File: config.mk
export PLATFORM = sky130hd
export DESIGN_NAME = uotl_ram
export DESIGN_NICKNAME = d
export VERILOG_FILES = /design/src/rtl/core/uotl_ram.sv
export SDC_FILE = /design/constraint.sdc
export NUM_CORES = 1
export LEC_CHECK = 0
export ABC_AREA = 1
export BUFFER_PORTS_ARGS = -buffer_cell sky130_fd_sc_hd__buf_2
export CAP_MARGIN = 10
export CORE_ASPECT_RATIO = 1.4
export CORE_MARGIN = 2
export CORE_UTILIZATION = 43
export CTS_BUF_LIST = sky130_fd_sc_hd__clkbuf_8
export CTS_CLUSTER_DIAMETER = 200
export CTS_CLUSTER_SIZE = 16
export DETAILED_ROUTE_END_ITERATION = 8
export GPL_TIMING_DRIVEN = 0
export HOLD_SLACK_MARGIN = 0.02
export PLACE_DENSITY_LB_ADDON = 0.2
export SYNTH_ARGS = -nofsm -noshare
export SYNTH_HDL_FRONTEND = slang
export SYNTH_SLANG_ARGS = --single-unit
File: constraint.sdc
create_clock -name clk -period 1.1 [get_ports clk]
set_input_delay 0.22 -clock clk [delete_from_list [all_inputs] [get_ports clk]]
set_output_delay 0.22 -clock clk [all_outputs]
set_load 0.005 [all_outputs]
File: src/rtl/core/uotl_ram.sv
// Generic single-port-write, single-port-read RAM with registered read data.
module uotl_ram #(
    parameter int WIDTH = 8,
    parameter int DEPTH = 16
) (
    input  logic                                   clk,
    input  logic                                   we,
    input  logic [(DEPTH > 1 ? $clog2(DEPTH) : 1)-1:0] waddr,
    input  logic [WIDTH-1:0]                       wdata,
    input  logic [(DEPTH > 1 ? $clog2(DEPTH) : 1)-1:0] raddr,
    output logic [WIDTH-1:0]                       rdata
);

    logic [WIDTH-1:0] mem [DEPTH];

    always_ff @(posedge clk)
    begin
        if (we)
        begin
            mem[waddr] <= wdata;
        end
        rdata <= mem[raddr];
    end

endmodule

---- After elaboration in Yosys (flattened, before gate mapping) ----
Memories as Yosys holds them, arrays and structs flattened. A register that Yosys moved wholly into a read port is not among the register bits.
Cells that the tools add are included.
W data, S select, Z words.
word-level totals
  register bits after elaboration ......... 0
  output and inout port bits .............. 8
  bits in latches ......................... 0
  memory bits (writable) .................. 128
  memories kept ........................... 1
  memory bits (read-only) ................. 0
operators by class
  shift-type cells ........................ 0
  bitwise operators ....................... 0
  mux-type cells .......................... 2
  reduce and logical (&&, ||, !) cells .... 0
  $mul .................................... 0
  equal/unequal tests ..................... 0
  order comparisons ....................... 0
  add/sub/neg operators ................... 0
  divide/modulo/power cells ............... 0
memories
  name  depth  width  read ports  clocked after Yosys merged registers in  wr ports  RTL line  source
  mem   16     8      1           1                                        1         14        logic [WIDTH-1:0] mem [DEPTH];
operators with widths
  operator  number
  $mux W1   2

---- Logic depth before layout (Yosys ltp) ----
  word-level depth ........................ 2
  mapped depth ............................ 8

---- Worst setup path after synthesis ----
No wires, ideal clock.
  path type ............................... in2reg
  start ................................... input port waddr[3] in the netlist's numbering
  end ..................................... memory mem[4][0] (enable)
  arrival time ............................ 0.801 ns
  required time ........................... 0.730 ns
  buffers on the path ..................... 0
  slack ................................... -0.071 ns
  cell stages on the path ................. 2
  path through ............................ nand3b_1 > nor2_1
RTL lines
  what         RTL line  source
  from (decl)  8         input logic [(DEPTH > 1 ? $clog2(DEPTH) : 1)-1:0] waddr,
  to (decl)    14
Straight into the memory's write port.

---- Final worst setup path ----
  start ................................... input port waddr[2] in the netlist's numbering
  end ..................................... memory mem[8][6] (enable)
Straight into the memory's write port.

==> flow_summary.toml <==
[status]
status = "finished, violations left"
failed_checks = "setup timing"

[setup_path]
critPathArrivalTime_ns = 1.28
setup.worst_path.end = "mem[8][6]"
r2r_cells = 6
required_ns = 1.16
critPathMaxFanout = 8
end_kind = "flip-flop"
reg2reg_slack_ns = 0.02
r2r-end = "rdata[3]"
cp-startpoint = "waddr[2]"
reg2reg_from = "mem[7][3]"
setup.worst_path.start_class = "input port"
worst-setup-path-type = "input port to flip-flop"

[logic_synthesis]
ys_seq_area_frac = 0.694
syn-num-nets = 569
avgSynthCellArea_um2 = 10.5
synth_compound_area_frac = 0
synth.top_cells.by_area = "edfxtp_1 (67%), nand2_1 (11%), nand3_1 (8.4%), inv_1 (6.5%), dfxtp_1 (2.8%)"
synth.distinct_cells = 12
synth_seq_cells = 136
synth_top_family_by_area = "simple AND/OR/NAND/NOR gates"
yosys.area_share.simple = 0.210
muxShareOfSynthArea = 0
syn_inst = 551
synth_top_area_frac = 0.667
yosysWarnings = 0
synth_fa_ha_area_frac = 0
yosys.area_share.xor_xnor = 0
yosys.area.top_type = "edfxtp_1"
syn_area_um2 = 5770

[floorplan]
io_pins = 26
die_h_um = 141
core_area_um2 = 13300
die_w_um = 102
rows = 50
start_util = 0.435
dieArea_um2 = 14400

[clock_tree]
cts_tree = "built"
clock_path_buffers = 2
postCtsSetupBuffers = 0
htreeDepth = 4
cts_hold_buf = 0
cts.sinks = 136
clkTransAtPathRegs_ns = 0.07
cts_buffers = 17
insertion_delay_ns = 0.43
cts-root-buf = "clkbuf_8"

[global_routing]
grt_overflow_total = 0
global_route.usage.total = 0.213
antenna_found_initial = 0
grt_pass1_vias = 3789
grt_pass1_wl_mm = 21.7
grt_max_degree = 17

[power_and_ir_drop]
vdd_ir_drop_max_mv = 0.913
power_density_nw_per_um2 = 1650
p_leak_uw = 0.00284

[drt]
route.detailed.drc = 0
via_per_inst = 4.87
wl_per_cell_um = 18.0
drt-pass1-iter-count = 5
wl_mm = 14.2
final_antenna_net_count = 0
via_count = 3826
drt_iter0_drc = 340

[cells_and_area]
fin_area_um2 = 6610
finalNonFillerCells = 786
nFillCells = 1209
nets = 610
n_antenna_cell = 0
final_layout_size_suffix_gt1_frac = 0.167
area.growth.synth_to_final_pct = 14.6

[place]
place_inst = 755
io_buffers = 22
post_dp_cell_area_um2 = 6120
globalplace.congestion = 0.899
dpl.hpwl_mm = 9.60

[timing]
fmax_ghz = 0.820
fin_crit_ns = 1.22
final_hold_viol_count = 0
setup_viol = 16
max_slew.worst_pin.slew_ns = 0.753
finClkSkew_ns = 0.00795
max-slew-margin-rel = 0.496
rsz0062_at_grt = "true"
drv_slew = 0
layout_setup_ws_ns = -0.120
period_share = 1.11

[run]
drv_cap = 0

[worst_hold_path]
hold_path_class = "input port to flip-flop"
[sequential cells by signal, summed over array words and instances (netlist names)]
name	count
mem	128
rdata	8
[through the flow]
step / hold WS (ns) / setup WS (ns) / total power, µW / utilization / setup TNS [ns]
after floorplan: 0.319 / -0.0708 / 6340 / - / -6.08
after global placement: 0.597 / -0.550 / 6670 / 0.461 / -53.37
after detailed placement: 0.597 / -0.634 / 6690 / 0.461 / -58.84
after CTS: 0.160 / -0.0824 / 10900 / 0.494 / -1.26
after global routing: 0.171 / -0.199 / 11200 / 0.498 / -3.05
final: 0.198 / -0.120 / 10900 / 0.498 / -1.66
[worst max-delay path: stages]
cell      delay (ns)
buf_2           0.12
nand3b_1        0.29
nor2_1          0.65
[cells in the mapped netlist]
| cell type | number |
|---|---|
| edfxtp_1 | 128 |
| nand3_1 | 97 |
| buf_1 | 1 |
| inv_2 | 2 |
| dfxtp_1 | 8 |
| inv_1 | 100 |
| nor2_1 | 17 |
| buf_6 | 6 |
| nand2_1 | 173 |
| buf_2 | 13 |
| nand3b_1 | 2 |
| buf_4 | 4 |
[report_power, final]
part | internal (µW) | switching (µW)
Combinational | 233 | 555
Sequential | 5790 | 29.2
Clock | 2440 | 1850
[cell usage in the layout (no fill, tap or decap), drive strengths merged]
| cell type | n |
|---|---|
| nand3 | 97 |
| buf | 46 |
| nand3b | 2 |
| inv | 103 |
| dfxtp | 8 |
| edfxtp | 128 |
| clkbuf | 17 |
| nor2 | 17 |
| clkinvlp | 2 |
| bufinv | 4 |
| clkinv | 7 |
| nand2 | 173 |
[routing by layer]
| layer | track usage | part of all wire | vias to the layer above |
|---|---|---|---|
| met5 | 0 | 0 | - |
| met3 | 0.0372 | 0.046 | 37 |
| met2 | 0.356 | 0.51 | 140 |
| li1 | - | - | 1860 |
| met1 | 0.251 | 0.39 | 1789 |
| met4 | 0.132 | 0.060 | 0 |
[how the worst min path moves through the flow]
stage | from | endpoint | slack, ns | depth (start not counted)
2_1_floorplan | wdata[0] | mem[0][0] | 0.32 | 0
4_1_cts | wdata[2] | mem[2][2] | 0.16 | 1
6_report | wdata[2] | mem[1][2] | 0.20 | 1
3_5_place_dp | rdata[1] | rdata[1] | 0.60 | 1
3_3_place_gp | rdata[6] | rdata[6] | 0.60 | 1
5_1_grt | wdata[2] | mem[3][2] | 0.17 | 1
[layout make-up]
type | count | area [µm²] | share of cell area
Buffer | 24 | 166 | 0.0252
Clock buffer | 17 | 234 | 0.0354
Clock inverter | 14 | 181 | 0.0275
Inverter | 102 | 383 | 0.0579
Multi-Input combinational cell | 289 | 1290 | 0.196
Sequential cell | 136 | 4010 | 0.606
Tap cell | 182 | 228 | 0.0345
Timing Repair Buffer | 22 | 116 | 0.0176
[timing repair]
| action | in CTS | in global routing |
|---|---|---|
| gates resized for setup | 7 | 13 |
| cloned | 0 | 0 |
| endpoints found under the setup margin | 66 | 49 |
[cell families (layout without fill, tap and decap cells)]
| kind of cell | count (synthesis) | in the layout |
|---|---|---|
| and+or+nand+nor | 289 | 289 |
| DFF | 136 | 136 |
| buffers and inverters | 126 | 179 |
Note: power is estimated with default switching activity, not from simulation.
