--- src/rtl/core/uotl_pkg.sv ---
// Shared types and codes for the UTC offset transition lookup.
package uotl_pkg;

    localparam int TIME_W     = 64;
    localparam int OFFSET_W   = 32;
    localparam int DESIG_W    = 8;
    localparam int TYPE_IDX_W = 8;

    typedef enum logic [1:0] {
        CMD_CLEAR     = 2'd0,
        CMD_ADD_TYPE  = 2'd1,
        CMD_ADD_TRANS = 2'd2,
        CMD_QUERY     = 2'd3
    } cmd_t;

    typedef enum logic [1:0] {
        ST_OK       = 2'd0,
        ST_BAD_TYPE = 2'd1,
        ST_FULL     = 2'd2,
        ST_NO_TYPES = 2'd3
    } status_t;

    typedef struct packed {
        cmd_t                        command;
        logic signed [TIME_W-1:0]    utc_seconds;
        logic signed [OFFSET_W-1:0]  offset_seconds;
        logic                        dst_flag_in;
        logic [DESIG_W-1:0]          designation_in;
        logic [TYPE_IDX_W-1:0]       type_index;
    } request_t;

    typedef struct packed {
        status_t                     status;
        logic signed [OFFSET_W-1:0]  offset_out;
        logic                        dst_flag_out;
        logic [DESIG_W-1:0]          designation_out;
    } result_t;

    // One entry of the local type table.
    typedef struct packed {
        logic signed [OFFSET_W-1:0]  offset;
        logic                        dst;
        logic [DESIG_W-1:0]          desig;
    } type_entry_t;

    // Search engine handshake.
    typedef struct packed {
        logic                        start;
        logic                        sorted;
        logic signed [TIME_W-1:0]    t;
    } srch_req_t;

    typedef struct packed {
        logic                        done;
        logic [TYPE_IDX_W-1:0]       found;
    } srch_rsp_t;

endpackage

--- src/rtl/core/uotl_search.sv ---
// Search engine: finds the last transition at or before a UTC instant.
module uotl_search
    import uotl_pkg::*;
#(
    parameter int MAX_TYPES       = 16,
    parameter int MAX_TRANSITIONS = 256,
    localparam int TYPE_W = (MAX_TYPES > 1) ? $clog2(MAX_TYPES) : 1,
    localparam int IDX_W  = (MAX_TRANSITIONS > 1) ? $clog2(MAX_TRANSITIONS) : 1,
    localparam int CNT_W  = $clog2(MAX_TRANSITIONS + 1)
) (
    input  logic                     clk,
    input  logic                     rst_n,
    input  srch_req_t                req,
    input  logic [CNT_W-1:0]         count,
    output logic [IDX_W-1:0]         rd_addr,
    input  logic signed [TIME_W-1:0] rd_time,
    input  logic [TYPE_W-1:0]        rd_type,
    output srch_rsp_t                rsp
);

    typedef enum logic [1:0] {
        S_IDLE,
        S_FIRST,
        S_BIN,
        S_LIN
    } state_t;

    state_t                   state_reg, state_next;
    logic signed [TIME_W-1:0] t_reg, t_next;
    logic                     sorted_reg, sorted_next;
    logic [CNT_W-1:0]         lo_reg, lo_next;
    logic [CNT_W-1:0]         hi_reg, hi_next;
    logic [CNT_W-1:0]         ptr_reg, ptr_next;
    logic [TYPE_W-1:0]        lo_type_reg, lo_type_next;

    logic                     le;
    logic [CNT_W-1:0]         addr_cnt;
    logic [CNT_W:0]           mid_sum;

    assign le      = (rd_time <= t_reg);
    assign rd_addr = addr_cnt[IDX_W-1:0];

    always_comb
    begin
        state_next   = state_reg;
        t_next       = t_reg;
        sorted_next  = sorted_reg;
        lo_next      = lo_reg;
        hi_next      = hi_reg;
        ptr_next     = ptr_reg;
        lo_type_next = lo_type_reg;
        addr_cnt     = ptr_reg;
        mid_sum      = '0;
        rsp          = '0;

        case (state_reg)
            S_IDLE:
            begin
                addr_cnt = '0;
                if (req.start)
                begin
                    t_next      = req.t;
                    sorted_next = req.sorted;
                    state_next  = S_FIRST;
                end
            end
            S_FIRST:
            begin
                lo_type_next = rd_type;
                if (!le)
                begin
                    rsp.done   = 1'b1;
                    state_next = S_IDLE;
                end
                else if (count == CNT_W'(1))
                begin
                    rsp.done   = 1'b1;
                    rsp.found  = TYPE_IDX_W'(rd_type);
                    state_next = S_IDLE;
                end
                else if (sorted_reg)
                begin
                    lo_next    = '0;
                    hi_next    = count;
                    ptr_next   = count >> 1;
                    addr_cnt   = count >> 1;
                    state_next = S_BIN;
                end
                else
                begin
                    ptr_next   = count - CNT_W'(1);
                    addr_cnt   = count - CNT_W'(1);
                    state_next = S_LIN;
                end
            end
            S_BIN:
            begin
                // ptr_reg holds the probed midpoint
                if (le)
                begin
                    lo_next      = ptr_reg;
                    lo_type_next = rd_type;
                end
                else
                begin
                    hi_next = ptr_reg;
                end
                if ((CNT_W + 1)'(hi_next) > (CNT_W + 1)'(lo_next) + (CNT_W + 1)'(1))
                begin
                    mid_sum  = (CNT_W + 1)'(lo_next) + (CNT_W + 1)'(hi_next);
                    ptr_next = mid_sum[CNT_W:1];
                    addr_cnt = mid_sum[CNT_W:1];
                end
                else
                begin
                    rsp.done   = 1'b1;
                    rsp.found  = TYPE_IDX_W'(lo_type_next);
                    state_next = S_IDLE;
                end
            end
            S_LIN:
            begin
                // downward scan, entry 0 is already known to qualify
                if (le)
                begin
                    rsp.done   = 1'b1;
                    rsp.found  = TYPE_IDX_W'(rd_type);
                    state_next = S_IDLE;
                end
                else if (ptr_reg == CNT_W'(1))
                begin
                    rsp.done   = 1'b1;
                    rsp.found  = TYPE_IDX_W'(lo_type_reg);
                    state_next = S_IDLE;
                end
                else
                begin
                    ptr_next = ptr_reg - CNT_W'(1);
                    addr_cnt = ptr_reg - CNT_W'(1);
                end
            end
            default:
            begin
                state_next = S_IDLE;
            end
        endcase
    end

    always_ff @(posedge clk or negedge rst_n)
    begin
        if (!rst_n)
        begin
            state_reg   <= S_IDLE;
            t_reg       <= '0;
            sorted_reg  <= 1'b1;
            lo_reg      <= '0;
            hi_reg      <= '0;
            ptr_reg     <= '0;
            lo_type_reg <= '0;
        end
        else
        begin
            state_reg   <= state_next;
            t_reg       <= t_next;
            sorted_reg  <= sorted_next;
            lo_reg      <= lo_next;
            hi_reg      <= hi_next;
            ptr_reg     <= ptr_next;
            lo_type_reg <= lo_type_next;
        end
    end

endmodule

--- config.mk ---
export PLATFORM = sky130hd
export DESIGN_NAME = uotl_search
export DESIGN_NICKNAME = d
export VERILOG_FILES = /design/src/rtl/core/uotl_pkg.sv /design/src/rtl/core/uotl_search.sv
export SDC_FILE = /design/constraint.sdc
export NUM_CORES = 1
export LEC_CHECK = 0
export ABC_AREA = 1
export ABC_CLOCK_PERIOD_IN_PS = 4800
export BUFFER_PORTS_ARGS = -buffer_cell sky130_fd_sc_hd__clkbuf_2
export CORE_UTILIZATION = 56
export DETAILED_ROUTE_END_ITERATION = 12
export PLACE_DENSITY = 0.85
export SLEW_MARGIN = 15
export SYNTH_ARGS = -nofsm -noshare
export SYNTH_HDL_FRONTEND = slang
export SYNTH_SLANG_ARGS = --single-unit
--- constraint.sdc ---
create_clock -name clk -period 4.8 [get_ports clk]
set_input_delay 0.24 -clock clk [delete_from_list [all_inputs] [get_ports clk]]
set_output_delay 0.24 -clock clk [all_outputs]
set_load 0.02 [all_outputs]
Word-level counts from Yosys, hierarchy flattened
Cells that the tools add are included.
{"block": "totals", "register_bits": 98, "out_inout_bits": 17}
{"block": "classes", "reduce_logical": 6, "magnitude_cmp": 2, "addsub": 4, "muxes": 37, "eq_ne": 11}
{"operator": "$mux 9", "count": 20}
{"operator": "$le 64x64->1", "count": 1}
{"operator": "$pmux 9 s3", "count": 2}
{"operator": "$pmux 9 s2", "count": 2}
{"operator": "$pmux 8 s4", "count": 1}
{"operator": "$eq 9x1->1 const B", "count": 2}
{"operator": "$sub 9x1->9 const B", "count": 2}
{"operator": "$mux 2", "count": 6}
{"operator": "$add 9x1->10 const B", "count": 1}
{"operator": "$add 9x9->10", "count": 1}
{"operator": "$gt 9x10->1", "count": 1}
{"operator": "$ne 2x2->1 const B", "count": 5}
{"operator": "$mux 8", "count": 1}
{"operator": "$pmux 2 s4", "count": 1}
{"operator": "$pmux 4 s2", "count": 1}
{"operator": "$eq 2x2->1 const B", "count": 2}
{"operator": "$mux 4", "count": 1}
{"operator": "$reduce_and 4->1", "count": 1}
{"operator": "$ne 3x3->1 const B", "count": 1}
{"operator": "$reduce_and 3->1", "count": 1}
{"operator": "$reduce_bool 3->1", "count": 1}
{"operator": "$eq 2x1->1 const B", "count": 1}
{"operator": "$logic_not 2->1", "count": 1}
{"operator": "$mux 1", "count": 2}
{"operator": "other kinds (2)", "count": 2}

Depth between registers and ports, before layout
{"block": "depth", "word_depth": 7, "ltp_mapped": 40}

Worst setup path before layout
Ideal clock, no wire load.
{"block": "synth_timing", "kind": "register to output", "start": "reg t_reg[63]", "end": "out rd_addr[0]", "required_time_ns": 4.560, "arrival_time_ns": 4.403, "stages_incl_launch_ff": 30, "setup_slack_ns": 0.157, "cell_sequence": "dfrtp_1 > inv_1 > ha_1 > nand2_2 > nor2_1 > nor3b_2 > and3b_1 > nand2_1 > nand2_1 > nand2_2 > nand3_4 > buf_8 > buf_2 > inv_1 > o21ai_0 > inv_1 > ha_1 > inv_1 > nor2_1 > o21ai_0 > inv_1 > o21ai_0 > nand2_1 > a21oi_1 > a31oi_1 > nand2_4 > buf_8 > nand2_1 > nand3_2 > a31oi_1"}
{"block": "synth_via", "elab_chain_cells": 7}
{"element": "start: declaration", "line_no": "uotl_search.sv:29", "source": "logic signed [TIME_W-1:0] t_reg, t_next;"}
{"element": "start signal: assignment", "line_no": "uotl_search.sv:164", "source": "t_reg <= t_next;"}
{"element": "$le 64x64->1 (*)", "line_no": "uotl_search.sv:40", "source": "assign le = (rd_time <= t_reg);"}
{"element": "$mux 9", "line_no": "uotl_search.sv:99", "source": "if (le)"}
{"element": "$mux 9", "line_no": "uotl_search.sv:56", "source": "case (state_reg)"}
{"element": "$add 9x1->10", "line_no": "uotl_search.sv:108", "source": "if ((CNT_W + 1)'(hi_next) > (CNT_W + 1)'(lo_next) + (CNT_W + 1)'(1))"}
{"element": "$gt 9x10->1", "line_no": "uotl_search.sv:108"}
{"element": "$mux 9"}
{"element": "$pmux 8 s4 (*)", "line_no": "uotl_search.sv:56"}
{"element": "end: declaration", "line_no": "uotl_search.sv:15", "source": "output logic [IDX_W-1:0] rd_addr,"}
Mark *: on every way between the ends. The rest lies on a longest branch, timed or not. The select of a mux whose other input is x is not followed.

Worst setup path in the final report
{"block": "layout_timing", "start": "reg t_reg[27]", "end": "out rd_addr[0]"}
The elaborated chain is that of the path after synthesis.

==> summary.md <==
| Metric | Value |
|---|---|
| Met2 Use GR | 55.7% |
| Primary FF master, synth | dfrtp_1 |
| Post-synthesis cell area | 7760 um2 |
| Core area | 13,400 um2 |
| RSZ-0062 raised after global routing | yes |
| DIE AREA | 14,300 um2 |
| Pin count of the biggest net entering global routing | 92 |
| Slew headroom | 36.6% |
| Seq/Total Area, Yosys | 31.6% |
| Nets | 1,514 |
| Clock Sinks | 98 |
| Sequential Power Share | 16.9% |
| Post-synth top area cell | dfrtp_1 |
| Max-cap violations | 0 |
| Violated checks | setup timing |
| Clock Tree Buf Depth | 2 |
| H-tree levels | 3 |
| Power Density | 848 nW/um2 |
| Final Max Slew Viols | 0 |
| Mean Syn Cell Area | 7.15 um2 |
| Routed wire length | 25,800 um |
| Seq cells post-synth | 98 |
| Busiest grt layer | met2 |
| Yosys top cell area share | 31.3% |
| Largest register FFs | 64 |
| Vias in the first global route | 7,877 |
| Count of cell types in the netlist | 45 |
| Worst-Skew Late Latency | 0.36 ns |
| GRT Overall Usage | 32.1% |
| Clock share of power | 9.1% |
| Register area | 2450 um2 |
| Wire length per cell | 17.7 um |
| NetSw | 0.00447 W |
| Status | complete, but fails checks |
| Worst Path Required | 4.56 ns |
| Internal | 0.00411 W |
| Filler cells | 862 |
| Actual slew at the worst max-slew pin | 0.951 ns |
| Share of layout cells above drive strength 1 | 29.6% |
| Post-DRT Antenna Nets | 0 |
| Initial antenna violation count | 0 |
| Worst path max stage delay | 0.34 ns |
| Synth-to-layout area growth | 30.4% |
| HP Class | in -> reg |
| Async SR Flop Fraction | 100% |
| Fin crit period | 5.37 ns |
| Worst vdd ir | 0.568 mV |
| GPL Wtd Cong | 0.936 |
| Startpoint Class | flip-flop |
| Final WS setup | -0.573 ns |
| Worst setup EP type | output pin |
| Synth Warn # | 0 |
| Num rows | 42 |
| Final Cycle Share | 112% |
| # setup viols final | 16 |
| Setup CP Type | reg -> out |
| Synth Instances | 1,086 |
| Worst-path fanout max | 7 |
| Comb power frac | 74.0% |
| First-pass GRT wire length | 36,300 um |
| Top post-synthesis cells by area | dfrtp_1 (31%), ha_1 (15%), nand2_1 (12%) |
| CTS buffer count | 9 |
| Worst Path Arrival | 5.13 ns |
| Switching part of the total | 52.1% |
| Grt ovf | 0 |
| First drt pass iteration count | 6 |
| Met3 Resource Use GR | 5.61% |
| DIE WIDTH | 120 um |
| TritonCTS clock tree | built |
| Achievable Freq | 186 MHz |
| Diode count | 0 |
| Area of the multi-input gates | 5210 um2 |
| Reg clk slew, reported paths | 0.07 ns |
| Worst Skew | 0.00554 ns |
| Met1 usage | 36.2% |
| Clk root buf | clkbuf_16 |
| # port buffers | 157 |
| Vias | 8,508 |
| DRC violations left | 0 |
| Slowest CP cell | dfrtp_1 |
| I/O pin total | 162 |
| Die Ht | 120 um |
| Power Total | 0.00858 W |
| Leakage | 5.31 nW |
| Final hold violation count | 0 |
| Starting density of the core | 57.9% |
| Via density | 5.84 |
| Hold_ws | 0.123 ns |
| Post-synth EDFFs | 0 |
| DP Wirelength | 15,400 um |
| DRT iter0 DRCs | 1,053 |
| Fin Setup TNS | -7.08 ns |
==> worst max-delay path: cells and delay by family, from the launching register on <==
family | cells | cell delay (ns)
AND/OR/NAND/NOR | 18 | 1.86
AO/OA/AOI/OAI | 7 | 0.72
flip-flops | 1 | 0.34
adder cells (fa/ha/maj) | 3 | 0.77
buffers and inverters | 8 | 1.04
==> path summary, 6_finish.rpt <==
kind,start,to,slack (ns),cells after the start
worst max-delay path,t_reg[27]$_DFFE_PN0P_,rd_addr[0],-0.57,36
worst min-delay path,req[10],t_reg[10]$_DFFE_PN0P_,0.12,3
worst max register to register,t_reg[27]$_DFFE_PN0P_,ptr_reg[0]$_DFFE_PN0N_,-0.06,37
worst min register to register,lo_reg[4]$_DFFE_PN0P_,lo_reg[4]$_DFFE_PN0P_,0.49,2
max in group asynchronous,rst_n,t_reg[45]$_DFFE_PN0P_,3.26,3
min in group asynchronous,rst_n,t_reg[23]$_DFFE_PN0P_,0.46,2
==> placed cells by master, fill, tap and decap left out, drive strengths merged, types with 4 or more instances in the layout <==
master | netlist | routed
o211ai | 4 | 4
clkbuf | 23 | 154
o21ai | 65 | 65
nor2 | 130 | 130
conb | 1 | 4
xor2 | 17 | 17
o22ai | 4 | 4
ha | 92 | 92
xnor2 | 4 | 4
a31oi | 9 | 9
nand3 | 50 | 51
nor3 | 6 | 6
a21oi | 105 | 105
or2 | 8 | 8
nand2 | 252 | 253
buf | 15 | 67
dfrtp | 97 | 97
o21a | 5 | 5
inv | 159 | 162
nand4 | 16 | 16
o31ai | 10 | 10
==> power groups by stage <==
| stage | registers (W) | clock network, W | logic, W |
|---|---|---|---|
| 2_1_floorplan | 0.00135 | 0 | 0.00344 |
| 3_3_place_gp | 0.00140 | 0 | 0.00438 |
| 3_5_place_dp | 0.00141 | 0 | 0.00454 |
| 4_1_cts | 0.00141 | 0.000772 | 0.00540 |
| 5_1_grt | 0.00148 | 0.000804 | 0.00686 |
| 6_report | 0.00145 | 0.000779 | 0.00635 |
==> through the flow <==
step | setup WS (ns) | utilization, % | cell area (um2) | cells
finish | -0.573 | 75.5 | 10100 | 1457
global route | -0.768 | 75.5 | 10100 | 1457
CTS | -0.0463 | 71.6 | 9590 | 1444
detailed placement | 0.0369 | 65.4 | 8770 | 1406
global placement | 0.206 | 65.4 | 8770 | 1406
floorplan | 0.157 | - | 7770 | 1089
==> timing repair <==
item | in CTS | in global routing
gates cloned | 1 | 1
buffers inserted | 20 | 12
endpoints found under the hold margin | 54 | 0
gates resized for setup | 75 | 99
hold buffers | 1 | 0
endpoints found under the setup margin | 13 | 18
pin swaps | 30 | 52
==> logic make-up (layout without fill, tap and decap cells) <==
group / Yosys count / in the layout / synth area share (%)
adders and majority gates: 93 / 93 / 15.1
DFF: 98 / 98 / 31.6
xor gates and xnor gates: 21 / 21 / 2.37
other: 1 / 4 / 0.0483
and+or+nand+nor: 465 / 467 / 26.0
AOI/OAI and AO/OA: 208 / 208 / 14.5
muxes: 1 / 1 / 0.145
buffers and inverters: 199 / 389 / 10.2
==> synthesized netlist by cell type, types with 5 or more instances <==
cell type    n
a21oi_1    105
nand4_1     15
o31ai_1     10
xor2_1      17
nor3_1       6
nand3_1     41
inv_2        5
nand2_1    240
a31oi_1      9
inv_1      154
buf_2        5
ha_1        92
clkbuf_1    23
or2_2        5
o21ai_1      6
o21ai_0     57
nand2_2     10
dfrtp_1     97
o21a_1       5
nor2_1     126
nand3_2      7
==> routing by layer <==
layer	routed length, um	vias to the layer above
met3	2240	206
met5	0	-
met4	2080	0
met2	12200	574
met1	9360	3842
li1	-	3886
==> cell type report <==
type	count	area share (%)
repair buffers	212	13.0
well taps	176	2.18
clock buffers	10	2.36
inverters	161	6.00
clock inverters	6	0.705
multi-input cells	794	51.5
flip-flops and latches	98	24.3
(Power assumes the default switching activity.)
